[src/design/rtt_pkg.sv]
// Shared constants, types and helpers for the RGBA to tiled texture converter.
package rtt_pkg;

    localparam int unsigned MAX_WIDTH  = 1024;
    localparam int unsigned MAX_HEIGHT = 1024;

    localparam int DIM_W      = 11;                   // width of the size registers
    localparam int PIX_W      = 32;                   // A,R,G,B packed high to low
    localparam int COL_W      = $clog2(MAX_WIDTH);
    localparam int TCOL_W     = COL_W - 2;            // tile column
    localparam int ROW_W      = $clog2(MAX_HEIGHT);
    localparam int BAND_W     = ROW_W - 2;
    localparam int ADDR_W     = COL_W + 2;            // four rows of MAX_WIDTH words
    localparam int RAM_DEPTH  = 4 * MAX_WIDTH;
    localparam int TILE_WORDS = 32;
    localparam int K_W        = $clog2(TILE_WORDS);
    localparam int MAXD_W     = (COL_W > ROW_W) ? ((COL_W > DIM_W) ? COL_W : DIM_W)
                                                : ((ROW_W > DIM_W) ? ROW_W : DIM_W);
    localparam int CMP_W      = MAXD_W + 2;

    localparam logic CFG_IMG_WIDTH  = 1'b0;
    localparam logic CFG_IMG_HEIGHT = 1'b1;

    localparam logic [DIM_W-1:0] RST_DIM = DIM_W'(256);

    typedef struct packed {
        logic              we;
        logic [ADDR_W-1:0] addr;
        logic [PIX_W-1:0]  data;
    } t_wr;

    typedef struct packed {
        logic              start;
        logic              err;
        logic [TCOL_W-1:0] tcol;
        logic [BAND_W-1:0] band;
    } t_job;

    typedef struct packed {
        logic pad;
        logic half;
        logic last;
        logic err;
    } t_meta;

    // 0 counts as 1, values above the maximum count as the maximum
    function automatic logic [DIM_W-1:0] clamp_dim(input logic [DIM_W-1:0] v,
                                                   input int unsigned maxv);
        logic [DIM_W-1:0] res;
        if (v == '0) begin
            res = DIM_W'(1);
        end else if (CMP_W'(v) > CMP_W'(maxv)) begin
            res = DIM_W'(maxv);
        end else begin
            res = v;
        end
        return res;
    endfunction

endpackage

[src/design/rtt_emit.sv]
// Tile emitter: read sequencer over the band store and two-stage output pipeline.
module rtt_emit (
    input  logic                         i_clk,
    input  logic                         i_rst_n,
    input  rtt_pkg::t_job                i_job,
    input  logic [rtt_pkg::DIM_W-1:0]    i_w,
    input  logic [rtt_pkg::DIM_W-1:0]    i_h,
    output logic                         o_busy,
    output logic                         o_re,
    output logic [rtt_pkg::ADDR_W-1:0]   o_raddr,
    input  logic [rtt_pkg::PIX_W-1:0]    i_rdata,
    output logic                         o_out_valid,
    input  logic                         i_out_ready,
    output logic [7:0]                   o_first,
    output logic [7:0]                   o_second,
    output logic                         o_half,
    output logic                         o_last,
    output logic                         o_err
);
    import rtt_pkg::*;

    logic              r_busy,     n_busy;
    logic [K_W-1:0]    r_k,        n_k;
    logic              r_err,      n_err;
    logic [TCOL_W-1:0] r_tcol,     n_tcol;
    logic [BAND_W-1:0] r_band,     n_band;
    logic              r_s1_valid, n_s1_valid;
    t_meta             r_s1_meta,  n_s1_meta;
    logic              r_o_valid,  n_o_valid;
    t_meta             r_o_meta,   n_o_meta;
    logic [7:0]        r_o_first,  n_o_first;
    logic [7:0]        r_o_second, n_o_second;

    logic              stall;
    logic              adv;
    logic              issue;
    logic              k_last;
    logic [COL_W-1:0]  col;
    logic [ROW_W-1:0]  row;
    t_meta             meta_iss;

    assign stall  = r_o_valid & ~i_out_ready;
    assign adv    = ~stall;
    assign issue  = r_busy & adv;
    assign k_last = (r_k == K_W'(TILE_WORDS - 1));
    assign col    = {r_tcol, r_k[1:0]};
    assign row    = {r_band, r_k[3:2]};

    assign meta_iss.pad  = r_err || (CMP_W'(col) >= CMP_W'(i_w))
                                 || (CMP_W'(row) >= CMP_W'(i_h));
    assign meta_iss.half = r_k[K_W-1] & ~r_err;
    assign meta_iss.last = k_last | r_err;
    assign meta_iss.err  = r_err;

    // RAM output register holds while no read is issued, so stage 1 keeps its data
    assign o_re    = issue & ~r_err;
    assign o_raddr = {r_k[3:2], col};
    assign o_busy  = r_busy;

    always_comb begin
        n_busy     = r_busy;
        n_k        = r_k;
        n_err      = r_err;
        n_tcol     = r_tcol;
        n_band     = r_band;
        n_s1_valid = r_s1_valid;
        n_s1_meta  = r_s1_meta;
        n_o_valid  = r_o_valid;
        n_o_meta   = r_o_meta;
        n_o_first  = r_o_first;
        n_o_second = r_o_second;

        priority if (i_job.start) begin
            n_busy = 1'b1;
            n_k    = '0;
            n_err  = i_job.err;
            n_tcol = i_job.tcol;
            n_band = i_job.band;
        end else if (issue) begin
            n_k = r_k + K_W'(1);
            if (k_last || r_err) begin
                n_busy = 1'b0;
            end
        end

        if (adv) begin
            n_s1_valid = issue;
            n_s1_meta  = meta_iss;
            n_o_valid  = r_s1_valid;
            n_o_meta   = r_s1_meta;
            if (r_s1_meta.pad) begin
                n_o_first  = '0;
                n_o_second = '0;
            end else if (r_s1_meta.half) begin
                n_o_first  = i_rdata[15:8];
                n_o_second = i_rdata[7:0];
            end else begin
                n_o_first  = i_rdata[31:24];
                n_o_second = i_rdata[23:16];
            end
        end
    end

    always_ff @(posedge i_clk) begin
        if (!i_rst_n) begin
            r_busy     <= 1'b0;
            r_k        <= '0;
            r_s1_valid <= 1'b0;
            r_o_valid  <= 1'b0;
        end else begin
            r_busy     <= n_busy;
            r_k        <= n_k;
            r_s1_valid <= n_s1_valid;
            r_o_valid  <= n_o_valid;
        end
    end

    always_ff @(posedge i_clk) begin
        r_err      <= n_err;
        r_tcol     <= n_tcol;
        r_band     <= n_band;
        r_s1_meta  <= n_s1_meta;
        r_o_meta   <= n_o_meta;
        r_o_first  <= n_o_first;
        r_o_second <= n_o_second;
    end

    assign o_out_valid = r_o_valid;
    assign o_first     = r_o_first;
    assign o_second    = r_o_second;
    assign o_half      = r_o_meta.half;
    assign o_last      = r_o_meta.last;
    assign o_err       = r_o_meta.err;

    a_start_idle: assert property (@(posedge i_clk) disable iff (!i_rst_n)
        i_job.start |-> !r_busy)
        else $error("emit job launched while sequencer busy");

    a_err_word: assert property (@(posedge i_clk) disable iff (!i_rst_n)
        (r_o_valid && r_o_meta.err) |-> (r_o_meta.last && !r_o_meta.half
                                         && r_o_first == 8'd0 && r_o_second == 8'd0))
        else $error("error word malformed");

    a_busy_run: assert property (@(posedge i_clk) disable iff (!i_rst_n)
        (issue && !r_err && !k_last) |=> r_busy)
        else $error("tile sequence ended early");

    a_s1_hold: assert property (@(posedge i_clk) disable iff (!i_rst_n)
        (r_s1_valid && stall) |=> r_s1_valid)
        else $error("stage 1 word lost under stall");

    a_no_read_err: assert property (@(posedge i_clk) disable iff (!i_rst_n)
        o_re |-> (r_busy && !r_err))
        else $error("band store read outside a tile job");

endmodule

[config.mk]
export PLATFORM = sky130hd
export DESIGN_NAME = rtt_emit
export DESIGN_NICKNAME = d
export VERILOG_FILES = /design/src/design/rtt_pkg.sv /design/src/design/rtt_emit.sv
export SDC_FILE = /design/constraint.sdc
export NUM_CORES = 1
export LEC_CHECK = 0
export BUFFER_PORTS_ARGS = -buffer_cell sky130_fd_sc_hd__buf_2
export CORE_ASPECT_RATIO = 1.25
export CORE_MARGIN = 2
export CORE_UTILIZATION = 46
export DETAILED_ROUTE_END_ITERATION = 7
export PLACE_DENSITY_LB_ADDON = 0.2
export SLEW_MARGIN = 10
export SYNTH_ARGS = -nofsm -noshare
export SYNTH_HDL_FRONTEND = slang
export SYNTH_SLANG_ARGS = --single-unit
[constraint.sdc]
create_clock -name i_clk -period 2.1 [get_ports i_clk]
set_input_delay 0.42 -clock i_clk [delete_from_list [all_inputs] [get_ports i_clk]]
set_output_delay 0.42 -clock i_clk [all_outputs]
set_load 0.05 [all_outputs]
==> results.md <==
- Core box area: 4800 um2
- Finish-stage setup viols: 0
- Clock skew: 7.46 ps
- Via density: 4.78
- CP max stage delay: 380 ps
- Cells along the critical path: inv_1, ha_1, nand2b_1, a21o_1, a21oi_1, o31a_1, o311ai_2
- Via count: 1711
- Clk Latency, worst-skew pair: 300 ps
- Grt ovf: 0
- Worst vdd ir: 0.468 mV
- Hold-fix buffers, CTS: 0
- RSZ-0062 raised after global routing: no
- Largest fanout on the critical path: 4
- Detailed Routing Iterations Pass 1: 3
- Cell family with most CP delay: compound AO/OA/AOI/OAI gates
- Req. time, crit path: 2140 ps
- Initial antenna violation count: 0
- Yosys warns: 0
- Post-detailed-routing wire length: 4.38 mm
- Worst min path class: input pin to flop
- Slowest-stage cell, CP: dfxtp_1
- Synthesized area: 2320 um2
- Post-Syn Instances: 188
- Detailed placement HPWL: 3.53 mm
- Yosys reg bits: 48
- Clock buffer depth: 2
- Vias in the first global route: 1682
- Final #Nets: 394
- DRC: 0
- I/O Pins: 109
- Clock transition at the registers of the reported paths: 90 ps
- # diodes: 0
- Placement Rows: 28
- Crit. End Element: flop
- Critical path data arrival time: 1780 ps
- Status: finished clean
- Largest net degree at the start of global routing: 28
- Clock tree root buffer cell: clkbuf_8
- CTS tree: done
- Seq pwr share: 0.507
- Layout area overhead: 29.8%
- Final Core Density: 0.628
- PwrDens: 753 nW/um2
- Iter 0 DRT Violations: 83
- DIE AREA: 5640 um2
- Pint: 0.00162 W
- Slew Viols, Final: 0
- Worst-Margin Slew: 507 ps
- Final Hold Viols: 0
- Worst rel slew slack: 0.662
- Fin crit period: 1740 ps
- Combinational power share: 0.204
- CP Launch Type: flop
- Routability cong.: 0.707
- Global-route wire length before repair: 7.00 mm
- Number of max-cap violations: 0
- IO Port Bufs: 108
- Most common cell after layout, fill and taps aside: buf_2
- WL per Instance: 12.2 um
- Starting density of the core: 0.484
- Switching share of power: 0.287
- Critical path type: flop to flop
- Sequential fraction of the synthesis area: 0.586
- Synth cell types: 32
- Clock power share: 0.288
- Tot Pwr: 0.00227 W
- Worst path bufs/invs: 1
- PostCTS Resize Cnt: 0
- H-tree levels: 2
- Switching power: 0.000651 W
- Setup TNS Final: 0 ps
- Antenna viol nets, final: 0
- Period utilization: 0.828
- LEAKAGE: 1.46 nW
- GR Util All Layers: 0.165
- Synthesized Nets: 285
- Die span in y: 83.4 um
- Die width: 67.6 um
- # Post-CTS Setup Buffers: 0
- CTS Buf Count: 5
- Layout cells sized above 1: 0.409
- Most frequent cells in the layout: buf_2, edfxtp_1, ha_1
- Syn_area_per_cell: 12.4 um2
- FMAX: 575 MHz
- Clk sink count: 48
[per-layer routing]
| layer | vias to the layer above | track usage | wire length [um] |
|---|---|---|---|
| met5 | - | 0 | 0 |
| li1 | 875 | - | - |
| met4 | 0 | 0.0668 | 99 |
| met1 | 753 | 0.182 | 1750 |
| met3 | 9 | 0.0434 | 332 |
| met2 | 74 | 0.288 | 2200 |
[worst reg2reg max path, cell delays in order, from the launching register on]
cell and delay, ps:
dfxtp_1 380, inv_1 80, ha_1 260, nand2b_1 140, a21o_1 180, a21oi_1 160, o31a_1 180, o311ai_2 100
[synthesized netlist by cell type]
cell type	instances	area, um2
o21ai_0	3	15.0
a21boi_0	1	7.51
nor2b_1	2	12.5
nor3_1	1	5.00
inv_4	1	6.26
nand2_1	7	26.3
o311ai_2	1	16.3
nand4_1	1	6.26
nand3_1	6	30.0
dfxtp_1	8	160
or2_1	1	6.26
a21oi_1	14	70.1
mux2i_1	16	160
a21o_1	2	15.0
inv_1	20	75.1
nand2_4	1	11.3
or3_1	1	6.26
nor2_1	21	78.8
ha_1	22	275
buf_4	5	37.5
o31a_1	1	8.76
buf_1	1	3.75
and4b_1	1	10.0
edfxtp_1	40	1200
buf_2	1	5.00
nor2b_4	1	13.8
o21ai_1	1	5.00
nand2b_1	3	18.8
xnor2_1	2	17.5
clkbuf_1	1	3.75
o21a_1	1	7.51
and3_1	1	6.26
[power by group through the flow]
stage,registers [W],clock network (W),logic (W)
after global routing,0.00116,0.000714,0.000508
after detailed placement,0.00118,0,0.000469
after global placement,0.00117,0,0.000461
after CTS,0.00115,0.000671,0.000471
after floorplan,0.00135,0,0.000139
final,0.00115,0.000655,0.000464
[registers in the layout, summed over array words and instances, names as in the netlist]
register,flops
r_k,5
o_out_valid,1
o_first,8
o_half,1
o_last,1
r_err,1
r_s1_valid,1
r_tcol,8
o_second,8
o_err,1
o_busy,1
r_s1_meta,4
r_band,8
[through the flow]
| step | std cells | setup WS (ps) | hold slack (ps) | cell area (um2) |
|---|---|---|---|---|
| final | 358 | 361 | 292 | 3010 |
| after global routing | 358 | 208 | 273 | 3010 |
| after CTS | 358 | 314 | 282 | 3010 |
| after detailed placement | 350 | 237 | 406 | 2900 |
| after global placement | 350 | 271 | 402 | 2900 |
| after floorplan | 188 | 8.03 | 400 | 2320 |
[worst paths after layout]
kind	slack, ps	cells after the start	end	from
setup / recovery	360	7	r_s1_meta[3]	r_k[0]
hold / removal	290	1	r_band[0]	i_job[0]
setup reg to reg	360	7	r_s1_meta[3]	r_k[0]
hold reg to reg	420	0	o_err	r_s1_meta[0]
[area by class of cell]
class / count / area [um2]
Fill cell: 409 / 1790
Sequential cell: 48 / 1360
Multi-Input combinational cell: 111 / 830
Timing Repair Buffer: 110 / 556
Inverter: 21 / 81.3
Tap cell: 60 / 75.1
Clock buffer: 5 / 68.8
Clock inverter: 3 / 42.5
[kinds of logic after synthesis]
family                   Yosys count  synth area share
AO/OA/AOI/OAI                     24            0.0625
XOR/XNOR                           2           0.00754
adder cells (fa/ha/maj)           22             0.119
buffers and inverters             29            0.0566
flip-flops                        48             0.586
multiplexers                      16            0.0690
AND/OR/NAND/NOR                   47            0.0997
No activity file was read; power rests on OpenSTA's default activity.
