==> src/design/rtt_pkg.sv <==
// Shared constants, types and helpers for the RGBA to tiled texture converter.
package rtt_pkg;

    localparam int unsigned MAX_WIDTH  = 1024;
    localparam int unsigned MAX_HEIGHT = 1024;

    localparam int DIM_W      = 11;                   // width of the size registers
    localparam int PIX_W      = 32;                   // A,R,G,B packed high to low
    localparam int COL_W      = $clog2(MAX_WIDTH);
    localparam int TCOL_W     = COL_W - 2;            // tile column
    localparam int ROW_W      = $clog2(MAX_HEIGHT);
    localparam int BAND_W     = ROW_W - 2;
    localparam int ADDR_W     = COL_W + 2;            // four rows of MAX_WIDTH words
    localparam int RAM_DEPTH  = 4 * MAX_WIDTH;
    localparam int TILE_WORDS = 32;
    localparam int K_W        = $clog2(TILE_WORDS);
    localparam int MAXD_W     = (COL_W > ROW_W) ? ((COL_W > DIM_W) ? COL_W : DIM_W)
                                                : ((ROW_W > DIM_W) ? ROW_W : DIM_W);
    localparam int CMP_W      = MAXD_W + 2;

    localparam logic CFG_IMG_WIDTH  = 1'b0;
    localparam logic CFG_IMG_HEIGHT = 1'b1;

    localparam logic [DIM_W-1:0] RST_DIM = DIM_W'(256);

    typedef struct packed {
        logic              we;
        logic [ADDR_W-1:0] addr;
        logic [PIX_W-1:0]  data;
    } t_wr;

    typedef struct packed {
        logic              start;
        logic              err;
        logic [TCOL_W-1:0] tcol;
        logic [BAND_W-1:0] band;
    } t_job;

    typedef struct packed {
        logic pad;
        logic half;
        logic last;
        logic err;
    } t_meta;

    // 0 counts as 1, values above the maximum count as the maximum
    function automatic logic [DIM_W-1:0] clamp_dim(input logic [DIM_W-1:0] v,
                                                   input int unsigned maxv);
        logic [DIM_W-1:0] res;
        if (v == '0) begin
            res = DIM_W'(1);
        end else if (CMP_W'(v) > CMP_W'(maxv)) begin
            res = DIM_W'(maxv);
        end else begin
            res = v;
        end
        return res;
    endfunction

endpackage

==> src/design/rtt_ctrl.sv <==
// Command control: load counters, band state and emit job launch.
module rtt_ctrl (
    input  logic                        i_clk,
    input  logic                        i_rst_n,
    input  logic                        i_in_valid,
    output logic                        o_in_ready,
    input  logic                        i_cmd,
    input  logic [rtt_pkg::PIX_W-1:0]   i_pix,
    input  logic [rtt_pkg::DIM_W-1:0]   i_w,
    input  logic [rtt_pkg::DIM_W-1:0]   i_h,
    input  logic                        i_emit_busy,
    output rtt_pkg::t_wr                o_wr,
    output rtt_pkg::t_job               o_job
);
    import rtt_pkg::*;

    logic [COL_W-1:0]  r_col,  n_col;
    logic [1:0]        r_row,  n_row;
    logic [BAND_W-1:0] r_band, n_band;
    logic [TCOL_W-1:0] r_etc,  n_etc;
    logic              r_full, n_full;

    logic              push_acc;
    logic              emit_acc;
    logic [CMP_W-1:0]  w_ext;
    logic [CMP_W-1:0]  h_ext;
    logic [CMP_W-1:0]  col_inc;
    logic [2:0]        row_inc;
    logic [CMP_W-1:0]  top;
    logic [CMP_W-1:0]  etc_inc4;
    logic [CMP_W-1:0]  aligned_w;
    logic [CMP_W-1:0]  band_inc4;

    // input stalls while the emitter issues reads, so no read and write share a cycle
    assign o_in_ready = ~i_emit_busy;
    assign push_acc   = i_in_valid & o_in_ready & ~i_cmd;
    assign emit_acc   = i_in_valid & o_in_ready & i_cmd;

    assign w_ext     = CMP_W'(i_w);
    assign h_ext     = CMP_W'(i_h);
    assign col_inc   = CMP_W'(r_col) + CMP_W'(1);
    assign row_inc   = {1'b0, r_row} + 3'd1;
    assign top       = CMP_W'({r_band, 2'b00});
    assign etc_inc4  = (CMP_W'(r_etc) + CMP_W'(1)) << 2;
    assign aligned_w = (w_ext + CMP_W'(3)) & ~CMP_W'(3);
    assign band_inc4 = (CMP_W'(r_band) + CMP_W'(1)) << 2;

    always_comb begin
        n_col  = r_col;
        n_row  = r_row;
        n_band = r_band;
        n_etc  = r_etc;
        n_full = r_full;

        o_wr.we   = push_acc & ~r_full;
        o_wr.addr = {r_row, r_col};
        o_wr.data = i_pix;

        o_job.start = emit_acc;
        o_job.err   = ~r_full;
        o_job.tcol  = r_etc;
        o_job.band  = r_band;

        if (o_wr.we) begin
            n_col = col_inc[COL_W-1:0];
            if (col_inc >= w_ext) begin
                n_col = '0;
                n_row = row_inc[1:0];
                // short last band counts as full at the image bottom
                if (row_inc[2] || (top + CMP_W'(row_inc) >= h_ext)) begin
                    n_full = 1'b1;
                end
            end
        end

        if (emit_acc && r_full) begin
            n_etc = r_etc + TCOL_W'(1);
            if (etc_inc4 >= aligned_w) begin
                n_etc  = '0;
                n_full = 1'b0;
                n_col  = '0;
                n_row  = '0;
                n_band = r_band + BAND_W'(1);
                if (band_inc4 >= h_ext) begin
                    n_band = '0;
                end
            end
        end
    end

    always_ff @(posedge i_clk) begin
        if (!i_rst_n) begin
            r_col  <= '0;
            r_row  <= '0;
            r_band <= '0;
            r_etc  <= '0;
            r_full <= 1'b0;
        end else begin
            r_col  <= n_col;
            r_row  <= n_row;
            r_band <= n_band;
            r_etc  <= n_etc;
            r_full <= n_full;
        end
    end

endmodule

==> config.mk <==
export PLATFORM = sky130hd
export DESIGN_NAME = rtt_ctrl
export DESIGN_NICKNAME = d
export VERILOG_FILES = /design/src/design/rtt_pkg.sv /design/src/design/rtt_ctrl.sv
export SDC_FILE = /design/constraint.sdc
export NUM_CORES = 1
export LEC_CHECK = 0
export BUFFER_PORTS_ARGS = -buffer_cell sky130_fd_sc_hd__clkbuf_2
export CELL_PAD_IN_SITES_DETAIL_PLACEMENT = 0
export CELL_PAD_IN_SITES_GLOBAL_PLACEMENT = 1
export CORE_ASPECT_RATIO = 1.5
export CORE_MARGIN = 2
export CORE_UTILIZATION = 35
export DETAILED_ROUTE_END_ITERATION = 7
export GPL_ROUTABILITY_DRIVEN = 0
export HOLD_SLACK_MARGIN = 0.15
export PLACE_DENSITY = 0.92
export SYNTH_ARGS = -nofsm -noshare
export SYNTH_HDL_FRONTEND = slang
export SYNTH_SLANG_ARGS = --single-unit
==> constraint.sdc <==
create_clock -name i_clk -period 4 [get_ports i_clk]
set_clock_uncertainty 0.2 [all_clocks]
set_input_delay 0.4 -clock i_clk [delete_from_list [all_inputs] [get_ports i_clk]]
set_output_delay 0.4 -clock i_clk [all_outputs]
set_load 0.005 [all_outputs]
==> results of run 1 <==
## layer usage
metal | track usage, % | vias to the layer above | wire length, um
met5 | 0 | - | 0
met4 | 6.89 | 0 | 196
met3 | 3.31 | 28 | 502
met2 | 28.3 | 80 | 3670
met1 | 18.2 | 1261 | 2790
li1 | - | 1380 | -
## cell usage after synthesis, drive strengths merged, types with 7 or more instances
library cell / count
a21o: 7
a21oi: 15
a31oi: 9
buf: 38
dfxtp: 29
ha: 46
inv: 24
nand2: 32
nand3: 15
nand4: 10
nor2: 40
o21ai: 10
xnor2: 25
xor2: 16
## layout make-up
type                            count  area (um2)  area share [%]
Multi-Input combinational cell    292        2140            63.4
Sequential cell                    29         581            17.2
Timing Repair Buffer               59         298            8.81
Tap cell                          110         138            4.07
Clock buffer                        5         125            3.70
Inverter                           24        90.1            2.67
Clock inverter                      1        5.00           0.148
## stage by stage
stage          std cells  total power, mW  worst slack (ns)
3_5_place_dp         514            0.380             0.488
5_1_grt              520            0.751             0.152
3_3_place_gp         514            0.377             0.597
6_report             520            0.714             0.465
2_1_floorplan        388            0.375             0.871
4_1_cts              520            0.724             0.480
## power by group through the flow
stage	Clock (mW)	Combinational [mW]	Sequential, mW
after floorplan	0	0.0782	0.297
after global placement	0	0.0803	0.297
after detailed placement	0	0.0828	0.297
after CTS	0.349	0.0834	0.291
after global routing	0.363	0.0968	0.291
final	0.340	0.0823	0.291
## cell families after synthesis
logic type	synth area share (%)
compound gates	16.3
simple gates	21.7
buf+inv	12.7
xor+xnor	11.5
flops	18.6
fa+ha+maj	18.5
mux	0.682
## worst reg2reg max path, stage by stage (launching register included)
cell,delay [ns]
dfxtp_1,0.43
ha_1,0.29
nand3_1,0.21
or2_2,0.39
xnor2_1,0.15
ha_1,0.30
a21o_1,0.18
a221oi_2,0.27
o21ai_2,0.11
a211oi_2,0.61
nand3b_1,0.16
a31oi_1,0.15
## worst paths after layout
check                              from  slack, ns                     to  cells after the start
setup / recovery    r_col[0]$_SDFF_PN0_       0.47    r_col[2]$_SDFF_PN0_                     11
hold reg to reg   r_etc[1]$_SDFFE_PN0P_       0.30  r_etc[1]$_SDFFE_PN0P_                      2
hold / removal    r_etc[1]$_SDFFE_PN0P_       0.30  r_etc[1]$_SDFFE_PN0P_                      2
setup reg to reg    r_col[0]$_SDFF_PN0_       0.47    r_col[2]$_SDFF_PN0_                     11
## flip-flops by register name (all words and copies together), names as in the netlist
signal and flops:
r_row 2, r_etc 8, r_full 1, r_col 10, r_band 8
==> results.json, run 1 <==
{
  "coreArea_um2": 8720,
  "status": "completed",
  "swShare_pct": 23.3,
  "grt_pass1_wl_um": 12400,
  "layout_common_cells": "58 x clkbuf_2, 46 x ha_1, 40 x nor2_1, 32 x nand2_1, 29 x dfxtp_1",
  "setup_tns_ns": 0,
  "grt_antenna_before_repair": 0,
  "maxCapViolCount": 0,
  "fin_crit_sh_pct": 88.4,
  "ys_ff_latch": 29,
  "drc": 0,
  "synth.area.top_cells": "dfxtp_1 19%, ha_1 18%, buf_4 8.2%, xnor2_1 7.0%, nor2_1 4.8%",
  "cp.required_ns": 4.00,
  "antenna_cells": 0,
  "leakagePower_nw": 1.68,
  "yosys_warnings": 0,
  "cp_num_buf_inv": 0,
  "startpoint_type": "flip-flop",
  "path_max_fanout": 10,
  "cts_tree": "built",
  "path_cells": "ha_1, nand3_1, or2_2, xnor2_1, ha_1, a21o_1, a221oi_2, o21ai_2, a211oi_2, nand3b_1, a31oi_1",
  "clkLatencyLatePin_ns": 0.27,
  "place_area_um2": 3250,
  "via_per_inst": 5.29,
  "cts.sinks": 29,
  "slew_viol_final": 0,
  "finalSetupViolCount": 0,
  "row_count": 42,
  "first_pass_iters": 4,
  "drt_iter0_markers": 62,
  "routedWlPerCell_um": 13.8,
  "drt-total-wl_um": 7160,
  "htree_num_levels": 2,
  "grt_pass1_vias": 2845,
  "synth_seq_area_share_pct": 18.6,
  "cts_resized": 0,
  "path_clk_slew_ns": 0.05,
  "die_h_um": 120,
  "combinationalPowerShare_pct": 11.5,
  "numCtsBuffers": 5,
  "grt_max_degree": 21,
  "synth_edf_count": 0,
  "synthDistinctLibCells": 55,
  "hold_class": "flip-flop to flip-flop",
  "fp.dieW_um": 81.1,
  "area_delta_synth_final_pct": 8.35,
  "synth_top_area_share_pct": 18.6,
  "port_buffers": 58,
  "cp.arrival_ns": 3.54,
  "finalHoldViolations": 0,
  "synthesis.instances": 388,
  "stdcell_area_um2": 3380,
  "fin_crit_ns": 3.53,
  "cts-root-buf": "clkbuf_16",
  "post_route_cells_drive_above_1_share_pct": 20.5,
  "hold_buffers": 0,
  "fillers": 941,
  "final_core_util_pct": 38.7,
  "worst_path_largest_cell_delay_ns": 0.61,
  "power.internal_mw": 0.547,
  "final_common_cell": "clkbuf_2",
  "yosys.area.top_type": "dfxtp_1",
  "vias": 2749,
  "grt_use_total_pct": 16.0,
  "p_seq_share_pct": 40.8,
  "dp_hpwl_um": 5890,
  "final_antenna_net_count": 0,
  "crit_top_cell": "ha_1",
  "cts_setup_buffers": 0,
  "path_delay_family": "compound AO/OA/AOI/OAI gates",
  "power_density_nw_per_um2": 211,
  "fp.dieArea_um2": 9700,
  "vdd_drop_max_v": 0.000140,
  "initial_core_util_pct": 35.7,
  "synth_area_per_cell_um2": 8.04,
  "holdWs_ns": 0.299,
  "worst_setup_path_end_kind": "flip-flop",
  "rsz0062_at_grt": "no",
  "slew_headroom_pct": 52.5,
  "ys.flop_type": "dfxtp_1",
  "grt_overflow": 0,
  "synth_nets": 493,
  "final_nets": 516,
  "netlist_area_um2": 3120,
  "crit_slowest_cell": "a211oi_2",
  "max_freq_ghz": 0.283,
  "synthArstFlopShare_pct": 0,
  "ios": 123,
  "worst_slew_pin_slew_ns": 0.711,
  "p_clk_share_pct": 47.6,
  "clock_path_buffers": 2,
  "path_class": "flip-flop to flip-flop",
  "switchingPower_mw": 0.166
}
No activity file was read; power rests on OpenSTA's default activity.
==> inputs of run 2 (changes only) <==
--- a/config.mk
+++ b/config.mk
@@ -5,15 +5,14 @@
 export SDC_FILE = /design/constraint.sdc
 export NUM_CORES = 1
 export LEC_CHECK = 0
-export BUFFER_PORTS_ARGS = -buffer_cell sky130_fd_sc_hd__clkbuf_2
 export CELL_PAD_IN_SITES_DETAIL_PLACEMENT = 0
 export CELL_PAD_IN_SITES_GLOBAL_PLACEMENT = 1
 export CORE_ASPECT_RATIO = 1.5
 export CORE_MARGIN = 2
-export CORE_UTILIZATION = 35
+export CORE_UTILIZATION = 46
 export DETAILED_ROUTE_END_ITERATION = 7
+export DONT_BUFFER_PORTS = 1
 export GPL_ROUTABILITY_DRIVEN = 0
-export HOLD_SLACK_MARGIN = 0.15
 export PLACE_DENSITY = 0.92
 export SYNTH_ARGS = -nofsm -noshare
 export SYNTH_HDL_FRONTEND = slang
==> results.json, run 2 (same netlist as run 1, synthesis figures left out) <==
{
  "status": "completed",
  "grt_overflow": 0,
  "layout_common_cells": "46 x ha_1, 40 x nor2_1, 32 x nand2_1, 29 x dfxtp_1, 25 x xnor2_1",
  "cts.sinks": 29,
  "fp.dieArea_um2": 7470,
  "use_met1_pct": 19.2,
  "rr_endpoint": "r_col[2]$_SDFF_PN0_",
  "cp.arrival_ns": 3.62,
  "r2r_slack_ns": 0.39,
  "clock_path_buffers": 2,
  "max_freq_ghz": 0.277,
  "fillers": 663,
  "coreArea_um2": 6530,
  "fin_crit_sh_pct": 90.2,
  "path_max_fanout": 7,
  "rsz0062_at_grt": "no",
  "whs_endpoint": "r_band[3]$_SDFFE_PN0P_",
  "die_h_um": 105,
  "grtUsageMet3_pct": 4.82,
  "met2_usage_pct": 36.4,
  "setup_tns_ns": 0,
  "grt_max_degree": 21,
  "drc": 0,
  "worstHoldPathCells": 2,
  "slew_viol_final": 0,
  "antenna_cells": 0,
  "final_antenna_net_count": 0,
  "grt_use_total_pct": 19.5,
  "final_nets": 459,
  "cts-root-buf": "clkbuf_8",
  "worst_setup_path_end_kind": "flip-flop",
  "startpoint": "r_col[0]$_SDFF_PN0_",
  "leakagePower_nw": 1.40,
  "fin_crit_ns": 3.61,
  "dp_hpwl_um": 5680,
  "switchingPower_mw": 0.152,
  "power_density_nw_per_um2": 197,
  "vdd_drop_max_v": 0.000110,
  "htree_num_levels": 2,
  "hold_buffers": 0,
  "power_mw": 0.592,
  "vias": 2566,
  "port_buffers": 0,
  "final_common_cell": "ha_1",
  "cts_resized": 0,
  "maxCapViolCount": 0,
  "top_regs": "r_col x10, r_band x8, r_etc x8",
  "p_seq_share_pct": 49.1,
  "drt_iter0_markers": 60,
  "cts_tree": "built",
  "r2r_start": "r_col[0]$_SDFF_PN0_",
  "grt_antenna_before_repair": 0,
  "worst_slew_pin_slew_ns": 0.601,
  "via_per_inst": 5.95,
  "cp.required_ns": 4.01,
  "path_class": "flip-flop to flip-flop",
  "finalSetupViolCount": 0,
  "first_pass_iters": 4,
  "largest-register": "r_col",
  "initial_core_util_pct": 47.7,
  "cts_setup_buffers": 0,
  "rr_worst_depth": 11,
  "grt_pass1_vias": 2648,
  "swShare_pct": 25.7,
  "row_count": 36,
  "hold_class": "primary input to flip-flop",
  "numCtsBuffers": 5,
  "ios": 123,
  "grt.busiest_layer": "met2",
  "startpoint_type": "flip-flop",
  "routedWlPerCell_um": 16.3,
  "path_clk_slew_ns": 0.07,
  "grt_pass1_wl_um": 11700,
  "fp.dieW_um": 71.2,
  "drt-total-wl_um": 7010,
  "largest_reg_flops": 10,
  "finalHoldViolations": 0,
  "clkLatencyLatePin_ns": 0.28,
  "post_route_cells_drive_above_1_share_pct": 7.32,
  "combinationalPowerShare_pct": 10.6,
  "holdWs_ns": 0.0769,
  "holdCritStartpoint": "i_rst_n",
  "area_delta_synth_final_pct": -3.69,
  "power.internal_mw": 0.440,
  "slew_headroom_pct": 59.9,
  "p_clk_share_pct": 40.2
}
[run 2: worst max path at each step]
| stage | slack (ns) | end | depth (start not counted) |
|---|---|---|---|
| 2_1_floorplan | 0.87 | r_col[2]$_SDFF_PN0_ | 11 |
| 3_3_place_gp | 0.54 | r_col[2]$_SDFF_PN0_ | 11 |
| 3_5_place_dp | 0.43 | r_col[2]$_SDFF_PN0_ | 11 |
| 4_1_cts | 0.40 | r_col[2]$_SDFF_PN0_ | 11 |
| 5_1_grt | 0.14 | r_col[2]$_SDFF_PN0_ | 11 |
| 6_report | 0.39 | r_col[2]$_SDFF_PN0_ | 11 |
[run 2: power groups by stage]
stage               Combinational (mW)  Clock (mW)  Sequential [mW]
detailed placement              0.0632           0            0.297
finish                          0.0630       0.238            0.291
floorplan                       0.0782           0            0.297
CTS                             0.0636       0.245            0.291
global placement                0.0609           0            0.297
global route                    0.0725       0.258            0.291
[run 2: through the flow]
| stage | instances | setup WS (ns) | util (%) | cell area, um2 |
|---|---|---|---|---|
| detailed placement | 423 | 0.430 | 44.8 | 2920 |
| CTS | 431 | 0.402 | 46.0 | 3000 |
| finish | 431 | 0.392 | 46.0 | 3000 |
| global route | 431 | 0.139 | 46.0 | 3000 |
| global placement | 423 | 0.541 | 44.8 | 2920 |
| floorplan | 388 | 0.871 | - | 3120 |
[run 2: per-layer routing]
metal	vias to the layer above	wire, um	share of wire [%]
met5	-	0	0
met4	0	214	3.1
met3	25	370	5.3
met2	73	3800	54
met1	1211	2630	37
li1	1257	-	-
[run 2: worst max-delay path, stage by stage (launching register included)]
cell	delay, ns
dfxtp_1	0.44
ha_1	0.29
nand3_1	0.22
or2_2	0.40
xnor2_1	0.14
ha_1	0.30
a21o_1	0.18
a221oi_2	0.29
o21ai_2	0.12
a311oi_2	0.59
nand3b_1	0.16
a31oi_1	0.20
[run 2: cell type report]
type / instances / area (um2) / area share (%)
Timing Repair Buffer: 2 / 15.0 / 0.500
Clock buffer: 8 / 80.1 / 2.67
Multi-Input combinational cell: 292 / 2140 / 71.3
Sequential cell: 29 / 581 / 19.3
Inverter: 24 / 90.1 / 3.00
Tap cell: 76 / 95.1 / 3.17
